File: src/i2cms_pkg.sv
// Shared types and op codes for the I2C master bit sequencer.
// No dependencies; every other file imports this package.
`default_nettype none

package i2cms_pkg;

  // Request op codes
  localparam logic [2:0] OP_TICK  = 3'd0;
  localparam logic [2:0] OP_START = 3'd1;
  localparam logic [2:0] OP_STOP  = 3'd2;
  localparam logic [2:0] OP_WRITE = 3'd3;
  localparam logic [2:0] OP_READ  = 3'd4;
  localparam logic [2:0] OP_SACK  = 3'd5;
  localparam logic [2:0] OP_RACK  = 3'd6;

  // Last phase indexes of the byte commands
  localparam logic [4:0] WRITE_LAST_PHASE = 5'd23;
  localparam logic [4:0] READ_LAST_PHASE  = 5'd24;

  // Sub-phase codes of a three-phase clocked bit
  localparam logic [1:0] SUB_SET  = 2'd0;
  localparam logic [1:0] SUB_MID  = 2'd1;
  localparam logic [1:0] SUB_LAST = 2'd2;

  typedef struct packed {
    logic [2:0] op;
    logic [7:0] data;
    logic       sda_in;
  } i2cms_in_t;

  typedef struct packed {
    logic       scl_out;
    logic       sda_out;
    logic       busy_res;
    logic       done_res;
    logic [7:0] read_byte;
    logic       ack_read;
    logic       rejected;
  } i2cms_out_t;

endpackage

`default_nettype wire

File: src/i2cms_seq.sv
// Command latch and phase sequencer: pin levels, shift byte and phase counters.
// Depends on i2cms_pkg; steps once for each request taken from the input register.
`default_nettype none

module i2cms_seq
  import i2cms_pkg::*;
(
  input  wire             clk,
  input  wire             rst_n,
  input  wire             step,
  input  i2cms_in_t       item,
  output i2cms_out_t      res
);

  logic [4:0] phase_r,  phase_nxt;
  logic [1:0] sub_r,    sub_nxt;
  logic [2:0] cmd_r,    cmd_nxt;
  logic [7:0] shift_r,  shift_nxt;
  logic [7:0] held_r,   held_nxt;
  logic       scl_r,    scl_nxt;
  logic       sda_r,    sda_nxt;
  logic       ack_r,    ack_nxt;
  logic       is_cmd;
  logic       busy;
  logic       last;
  logic       done;
  logic       rej;

  assign is_cmd = (item.op >= OP_START) && (item.op <= OP_RACK);
  assign busy   = (cmd_r != OP_TICK);

  // Latch a command or run one phase of the active one
  always_comb begin
    phase_nxt = phase_r;
    sub_nxt   = sub_r;
    cmd_nxt   = cmd_r;
    shift_nxt = shift_r;
    held_nxt  = held_r;
    scl_nxt   = scl_r;
    sda_nxt   = sda_r;
    ack_nxt   = ack_r;
    last      = 1'b0;
    done      = 1'b0;
    rej       = 1'b0;
    if (step) begin
      if (is_cmd) begin
        if (busy) begin
          rej = 1'b1;
        end else begin
          cmd_nxt   = item.op;
          phase_nxt = '0;
          sub_nxt   = SUB_SET;
          if (item.op == OP_WRITE || item.op == OP_SACK) begin
            shift_nxt = item.data;
          end else if (item.op == OP_READ) begin
            shift_nxt = '0;
          end
        end
      end else if (busy) begin
        unique case (cmd_r)
          OP_START: begin
            if (phase_r == 5'd0) sda_nxt = 1'b1;
            else if (phase_r == 5'd1) scl_nxt = 1'b1;
            else if (phase_r == 5'd2) sda_nxt = 1'b0;
            else begin
              scl_nxt = 1'b0;
              last    = 1'b1;
            end
          end
          OP_STOP: begin
            if (phase_r == 5'd0) sda_nxt = 1'b0;
            else if (phase_r == 5'd1) scl_nxt = 1'b1;
            else begin
              sda_nxt = 1'b1;
              last    = 1'b1;
            end
          end
          OP_WRITE: begin
            if (sub_r == SUB_SET) begin
              sda_nxt   = shift_r[7];
              shift_nxt = {shift_r[6:0], 1'b0};
            end else if (sub_r == SUB_MID) begin
              scl_nxt = 1'b1;
            end else begin
              scl_nxt = 1'b0;
              last    = (phase_r >= WRITE_LAST_PHASE);
            end
          end
          OP_READ: begin
            if (phase_r == 5'd0) begin
              sda_nxt = 1'b1;
            end else if (sub_r == SUB_SET) begin
              scl_nxt = 1'b1;
            end else if (sub_r == SUB_MID) begin
              shift_nxt = {shift_r[6:0], item.sda_in};
            end else begin
              scl_nxt = 1'b0;
              if (phase_r >= READ_LAST_PHASE) begin
                held_nxt = shift_r;
                last     = 1'b1;
              end
            end
          end
          OP_SACK: begin
            if (phase_r == 5'd0) sda_nxt = shift_r[0];
            else if (phase_r == 5'd1) scl_nxt = 1'b1;
            else begin
              scl_nxt = 1'b0;
              last    = 1'b1;
            end
          end
          OP_RACK: begin
            if (phase_r == 5'd0) sda_nxt = 1'b1;
            else if (phase_r == 5'd1) scl_nxt = 1'b1;
            else if (phase_r == 5'd2) ack_nxt = item.sda_in;
            else begin
              scl_nxt = 1'b0;
              last    = 1'b1;
            end
          end
          default: last = 1'b1;
        endcase
        // Advance the phase and the three-phase bit position
        phase_nxt = phase_r + 5'd1;
        if (!(cmd_r == OP_READ && phase_r == 5'd0)) begin
          sub_nxt = (sub_r == SUB_LAST) ? SUB_SET : sub_r + 2'd1;
        end
        if (last) begin
          done      = 1'b1;
          cmd_nxt   = OP_TICK;
          phase_nxt = '0;
        end
      end
    end
  end

  // Hold sequencer state; lines reset released
  always_ff @(posedge clk) begin
    if (!rst_n) begin
      phase_r <= '0;
      sub_r   <= SUB_SET;
      cmd_r   <= OP_TICK;
      shift_r <= '0;
      held_r  <= '0;
      scl_r   <= 1'b1;
      sda_r   <= 1'b1;
      ack_r   <= 1'b0;
    end else begin
      phase_r <= phase_nxt;
      sub_r   <= sub_nxt;
      cmd_r   <= cmd_nxt;
      shift_r <= shift_nxt;
      held_r  <= held_nxt;
      scl_r   <= scl_nxt;
      sda_r   <= sda_nxt;
      ack_r   <= ack_nxt;
    end
  end

  // Build the result from the updated state
  always_comb begin
    res.scl_out   = scl_nxt;
    res.sda_out   = sda_nxt;
    res.busy_res  = (cmd_nxt != OP_TICK);
    res.done_res  = done;
    res.read_byte = held_nxt;
    res.ack_read  = ack_nxt;
    res.rejected  = rej;
  end

endmodule

`default_nettype wire

File: src/i2c_master_bit_sequencer.sv
// An accepted request passes the input register, then the result register.
// Throughput: one request per cycle while out_ready does not stall the result;
// each tick moves one bus phase, so a byte takes 24 or 25 ticks. Reset (rst_n
// low, synchronous) empties both registers, goes idle and releases SCL and SDA.
// Top level of the I2C master bit sequencer; depends on i2cms_pkg and i2cms_seq.
`default_nettype none

module i2c_master_bit_sequencer
  import i2cms_pkg::*;
(
  input  wire        clk,
  input  wire        rst_n,
  input  wire        in_valid,
  output logic       in_ready,
  input  i2cms_in_t  in_item,
  output logic       out_valid,
  input  wire        out_ready,
  output i2cms_out_t out_item
);

  logic       in_valid_r;
  i2cms_in_t  in_item_r;
  i2cms_out_t res;
  logic       advance;

  // Move the held request into the sequencer when the result slot frees up
  assign advance  = in_valid_r && (!out_valid || out_ready);
  assign in_ready = !in_valid_r || advance;

  // Hold the incoming request
  always_ff @(posedge clk) begin
    if (!rst_n) begin
      in_valid_r <= 1'b0;
    end else if (in_ready) begin
      in_valid_r <= in_valid;
    end
  end

  always_ff @(posedge clk) begin
    if (in_ready && in_valid) begin
      in_item_r <= in_item;
    end
  end

  i2cms_seq u_seq (
    .clk   (clk),
    .rst_n (rst_n),
    .step  (advance),
    .item  (in_item_r),
    .res   (res)
  );

  // Hold the result until taken
  always_ff @(posedge clk) begin
    if (!rst_n) begin
      out_valid <= 1'b0;
    end else if (advance) begin
      out_valid <= 1'b1;
    end else if (out_ready) begin
      out_valid <= 1'b0;
    end
  end

  always_ff @(posedge clk) begin
    if (advance) begin
      out_item <= res;
    end
  end

endmodule

`default_nettype wire

File: config.mk
export PLATFORM = sky130hd
export DESIGN_NAME = i2c_master_bit_sequencer
export DESIGN_NICKNAME = d
export VERILOG_FILES = /design/src/i2cms_pkg.sv /design/src/i2cms_seq.sv /design/src/i2c_master_bit_sequencer.sv
export SDC_FILE = /design/constraint.sdc
export NUM_CORES = 1
export LEC_CHECK = 0
export BUFFER_PORTS_ARGS = -buffer_cell sky130_fd_sc_hd__buf_2
export CAP_MARGIN = 5
export CORE_ASPECT_RATIO = 1.75
export CORE_UTILIZATION = 30
export DETAILED_ROUTE_END_ITERATION = 8
export PLACE_DENSITY_LB_ADDON = 0.1
export SLEW_MARGIN = 20
export SYNTH_ARGS = -nofsm -noshare
export SYNTH_HDL_FRONTEND = slang
export SYNTH_SLANG_ARGS = --single-unit
File: constraint.sdc
create_clock -name clk -period 3.7 [get_ports clk]
set_clock_uncertainty 0.2 [all_clocks]
set_input_delay 0.74 -clock clk [delete_from_list [all_inputs] [get_ports clk]]
set_output_delay 0.74 -clock clk [all_outputs]
set_load 0.01 [all_outputs]
Yosys cells after proc, flatten, opt, wreduce, memory -nomap -nowiden:

Index checks and enable logic that the tools add are counted.

* ROM bits: 0
* memories: 0
* latch bits: 0
* register bits: 57
* bits in writable memories: 0
* word-level logic and storage cells: 156
* input bits: 16

* muxes and demuxes: 86
* equality and inequality tests: 19
* bitwise operators: 1
* reductions and logical operators: 24
* multiply operators: 0
* shift-type cells: 0
* add/sub/neg operators: 2
* order comparisons: 4
* divide/modulo/power cells: 0

Operators with widths (number)
* $mux W8: 17
* $mux W1: 51
* $mux W5: 4
* $pmux W8 S2: 1
* $eq A3 B3 Y1 const B: 5
* $mux W3: 5
* $reduce_bool A3 Y1: 4
* $ge A5 B5 Y1 const B: 2
* $mux W2: 5
* $pmux W1 S5: 2
* $eq A3 B2 Y1 const B: 3
* $reduce_and A9 Y1: 1
* $reduce_or A2 Y1: 4
* $ne A3 B1 Y1 const B: 2
* $ne A3 B2 Y1 const B: 2
* $add A5 B1 Y5 const B: 1
* $eq A5 B1 Y1 const B: 1
* $eq A5 B2 Y1 const B: 1
* $logic_not A5 Y1: 1
* $logic_and A1 B1 Y1: 4
* $pmux W1 S4: 1
* $reduce_and A4 Y1: 1
* $reduce_bool A2 Y1: 2
* $eq A3 B1 Y1 const B: 1
* 12 further kinds: 15

Depth between registers and ports, before layout:

* word-level depth: 14
* mapped depth: 10
* mapped depth without buffers: 7

By module:

Synthesis repeated with hierarchy kept, for this count alone.

* cells, all modules: 260
* area, all modules: 2871.5 um^2

By module, submodules not included
* i2cms_seq: area each 1986.9 um^2, cells an instance 225, times used 1
* i2c_master_bit_sequencer: area each 884.6 um^2, cells an instance 35, times used 1

Worst setup path after synthesis:

No wires, ideal clock.

* path type: register to register
* start: register in_item_r[11] (netlist bit)
* end: register u_seq.shift_r[5]
* slack: 0.990 ns
* library setup time: 0.092 ns
* period minus slack after synthesis: 2.710 ns
* arrival: 2.418 ns
* required time: 3.408 ns
* stages on the path, launching flop included: 10
* cells stage by stage: edfxtp_1 and3_1 nor2_1 inv_1 buf_4 ha_1 a311oi_2 buf_2 a21oi_1 a311oi_1

* longest elaborated chain between the ends: 5

RTL lines
* start, declared: line i2c_master_bit_sequencer.sv:22 `i2cms_in_t in_item_r;`
* start signal, assigned: line i2c_master_bit_sequencer.sv:41 `in_item_r <= in_item;`
* branches (longest 5 deep; another with $ge A3 B1 Y1)
* end signal, assigned: line i2cms_seq.sv:152 `shift_r <= shift_nxt;`
* end, declared: line i2cms_seq.sv:18 `logic [7:0] shift_r, shift_nxt;`

Parallel ways; which one is timed is not known. The select of a mux whose other input is x is not followed.
A chain may end at the register's enable or synchronous reset.

Worst setup path after layout:

* start: register in_item_r[11] (netlist bit)
* end: register u_seq.shift_r[3]

The elaborated chain is that of the path after synthesis.

==> run_results.csv <==
group,metric,value,unit
yosys,postSynthRegisterBits,57,
place,gp_routability_congestion,0.805,
route,drt-total-wl,6.67,mm
place,hpwl,4.88,mm
route,initialDrtViolationCount,98,
yosys,synthesis.area,2730,µm²
pwr,totalPowerFinal,1670,µW
sta,report.final.hold_viol_count,0,
cts,cts.repair.resized,0,
yosys,synthesis.nets,274,
grt,grt_util_all_layers,15.7,%
layout,antenna_cells_inserted,0,
yosys,synth-main-ff-cell,"sky130_fd_sc_hd__dfxtp_1",
cts,cts_setup_buffers,0,
hold_path,hold_path_class,"reg -> reg",
yosys,largest_area_contributor_in_the_netlist,"sky130_fd_sc_hd__edfxtp_1",
die,number_of_i_o_pins,32,
grt,first_pass_grt_wire_length,10.8,mm
yosys,count_of_different_cell_masters_after_synthesis,61,
cts,cts-root-to-sink-buffers,2,
grt,grt.overflow.total,0,
sta,period_minus_slack,2.81,ns
yosys,seq_area_frac_synth,51.3,%
worst_setup_path,slowest_stage_delay_cp,0.50,ns
layout,area.growth.synth_to_final,20.6,%
yosys,ys_top_cells_by_area,"sky130_fd_sc_hd__edfxtp_1, sky130_fd_sc_hd__dfxtp_1, sky130_fd_sc_hd__mux2_2, sky130_fd_sc_hd__a311oi_1, sky130_fd_sc_hd__ha_1",
grt,maximum_number_of_pins_on_one_net_before_global_route_repair,20,
cts,clkLatencyLatePin,0.32,ns
cts,tritoncts.num_buffers,9,
worst_setup_path,setup.worst_path.class,"reg -> reg",
sta,final.setup.tns,0,ns
yosys,post_syn_instances,252,
grt,grt_antenna_before_repair,0,
die,rows,45,
cts,clock_sink_count,57,
worst_setup_path,worst_path_max_delay_cell,"sky130_fd_sc_hd__edfxtp_1",
sta,rsz_0062_raised_after_global_routing,"false",
route,drc,0,
route,first_pass_iters,4,
yosys,post_synth.cell_area_avg,10.8,µm²
sta,drv_slew,0,
worst_setup_path,endpoint_kind,"flip-flop",
die,start_util,31.1,%
cts,h-tree-depth,3,
yosys,yosysWarnings,0,
yosys,postSynth.asyncResetShare,0,%
layout,nNetsFinal,306,
die,die_width,74.1,µm
worst_setup_path,timing.critical_path.max_delay_family,"compound AO/OA/AOI/OAI gates",
route,average_wire_per_cell_in_the_routed_design,16.4,µm
sta,final_min_period_over_clock_period,76.0,%
cts,cts_tree,"done",
grt,first_global_vias,2153,
yosys,synth-edff-count,26,
route,route.antenna.remaining_nets,0,
pwr,static-leakage-power,0.00123,µW
die,height_of_the_die,128,µm
sta,timing.slew.headroom,51.8,%
place,port_buffers,31,
cts,cts_root_buffer,"sky130_fd_sc_hd__clkbuf_16",
sta,worstMarginPinSlew,0.717,ns
worst_setup_path,path_cells,"and3_1, nor2_1, inv_1, ha_1, a311oi_2, buf_4, a21oi_1, a311oi_1",
worst_setup_path,critical_path.startpoint_type,"flip-flop",
layout,postLayoutCellArea,3290,µm²
cts,clk_pin_slew_worst_paths,0.05,ns
run,timing.max_cap.violations,0,
route,vias,2067,
worst_setup_path,worstPathBufferInverterCount,2,
worst_setup_path,timing.critical_path.fanout_max,16,
sta,setup_viol,0,
pwr,power_density,505,nW/µm²
layout,final_layout_size_suffix_gt1_share,24.2,%
worst_setup_path,crit_arrival,2.84,ns
worst_setup_path,required_time_of_the_critical_path,3.73,ns
die,coreArea,8780,µm²
pwr,vdd_drop_max,0.271,mV
route,drt-vias-per-instance,5.09,
status,result_of_the_run,"completed",
cts,cts-hold-fix-buffers,0,
place,area_of_placed_instances,2990,µm²
yosys,synthDominantCellAreaShare,28.6,%
die,dieArea,9510,µm²
sta,timing.fmax,356,MHz
==> final cells by class <==
| type | count | area [µm²] |
|---|---|---|
| Clock inverter | 5 | 53.8 |
| Timing Repair Buffer | 33 | 170 |
| Sequential cell | 57 | 1400 |
| Multi-Input combinational cell | 172 | 1230 |
| Fill cell | 909 | 5490 |
| Inverter | 11 | 41.3 |
| Tap cell | 117 | 146 |
| Clock buffer | 11 | 253 |
==> layer usage <==
| metal | share of wire [%] | up-vias | track usage [%] |
|---|---|---|---|
| li1 | - | 1012 | - |
| met1 | 38 | 991 | 15.5 |
| met2 | 55 | 42 | 27.5 |
| met3 | 2.5 | 22 | 4.01 |
| met4 | 5.1 | 0 | 11.2 |
| met5 | 0 | - | 0 |
==> through the flow <==
step / utilization, % / setup slack [ns] / hold WS, ns / std cells
CTS: 37.5 / 0.860 / 0.340 / 406
global placement: 34.0 / 0.957 / 0.317 / 390
detailed placement: 34.0 / 0.866 / 0.334 / 390
floorplan: - / 0.990 / 0.273 / 252
global route: 37.5 / 0.643 / 0.365 / 406
finish: 37.5 / 0.888 / 0.330 / 406
==> where the power goes <==
group	total, µW	leakage, µW	internal, µW	switching, µW
combinational	122	0.000588	46.9	75.1
sequential	709	0.000490	686	23.5
clock	834	0.000155	554	280
total	1670	0.00123	1290	378
==> cell families after synthesis <==
family / after synthesis / share of synthesized area [%]
AO/OA/AOI/OAI: 70 / 20.1
XOR/XNOR: 3 / 0.962
adder cells (fa/ha/maj): 6 / 2.75
buffers and inverters: 23 / 3.75
flip-flops: 57 / 51.3
multiplexers: 9 / 3.71
AND/OR/NAND/NOR: 84 / 17.4
==> layout by cell type, fill, tap and decap left out, drive strengths merged, types with 2 or more instances in the layout <==
cell     count
a311oi      10
and3         2
o21ai        6
a211oi       3
buf         33
a21boi       2
nor3         8
mux2         9
o22ai        2
o211ai       2
or4b         2
nor2        16
edfxtp      26
nand2       15
and2        11
clkbuf      11
o21a         2
o31ai        3
nor3b        2
clkinv       5
nor2b       10
a2bb2oi      2
o2111ai      2
inv         10
nand3        6
nand2b       5
a2111oi      3
or3          2
a31oi        5
a22oi        7
ha           6
o21bai       2
dfxtp       31
xor2         3
a21oi       12
==> flip-flops by register name, indices dropped and copies added, names as in the netlist <==
register	flops
out_item	14
out_valid	1
u_seq.sub_r	2
u_seq.sda_r	1
u_seq.scl_r	1
in_item_r	12
u_seq.cmd_r	3
u_seq.held_r	8
u_seq.phase_r	5
u_seq.ack_r	1
u_seq.shift_r	8
in_valid_r	1
==> synthesized netlist by cell type (3+ instances only) <==
| cell | number |
|---|---|
| sky130_fd_sc_hd__xor2_1 | 3 |
| sky130_fd_sc_hd__mux2_2 | 9 |
| sky130_fd_sc_hd__inv_1 | 10 |
| sky130_fd_sc_hd__nor2_1 | 16 |
| sky130_fd_sc_hd__nand3_1 | 6 |
| sky130_fd_sc_hd__a31oi_1 | 5 |
| sky130_fd_sc_hd__a22oi_1 | 7 |
| sky130_fd_sc_hd__a21oi_1 | 12 |
| sky130_fd_sc_hd__and2_1 | 11 |
| sky130_fd_sc_hd__nand2b_1 | 5 |
| sky130_fd_sc_hd__a311oi_1 | 9 |
| sky130_fd_sc_hd__nand2_1 | 14 |
| sky130_fd_sc_hd__clkbuf_1 | 6 |
| sky130_fd_sc_hd__nor3_1 | 6 |
| sky130_fd_sc_hd__buf_2 | 3 |
| sky130_fd_sc_hd__edfxtp_1 | 26 |
| sky130_fd_sc_hd__dfxtp_1 | 31 |
| sky130_fd_sc_hd__o21ai_0 | 6 |
| sky130_fd_sc_hd__nor2b_1 | 10 |
| sky130_fd_sc_hd__ha_1 | 6 |
==> worst reg2reg max path: stages, from the launching register on <==
cell	delay, ns
sky130_fd_sc_hd__edfxtp_1	0.50
sky130_fd_sc_hd__and3_1	0.27
sky130_fd_sc_hd__nor2_1	0.25
sky130_fd_sc_hd__inv_1	0.29
sky130_fd_sc_hd__ha_1	0.41
sky130_fd_sc_hd__a311oi_2	0.20
sky130_fd_sc_hd__buf_4	0.25
sky130_fd_sc_hd__a21oi_1	0.10
sky130_fd_sc_hd__a311oi_1	0.26
==> worst paths after layout <==
kind | slack, ns | startpoint | cells past startpoint | end
max | 0.89 | in_item_r[11]$_DFFE_PP_ | 8 | u_seq.shift_r[3]$_SDFFE_PN0P_
min | 0.33 | u_seq.shift_r[7]$_SDFFE_PN0P_ | 2 | u_seq.shift_r[7]$_SDFFE_PN0P_
max reg2reg | 0.89 | in_item_r[11]$_DFFE_PP_ | 8 | u_seq.shift_r[3]$_SDFFE_PN0P_
min reg2reg | 0.33 | u_seq.shift_r[7]$_SDFFE_PN0P_ | 2 | u_seq.shift_r[7]$_SDFFE_PN0P_
Power figures use the tool's default switching activity.
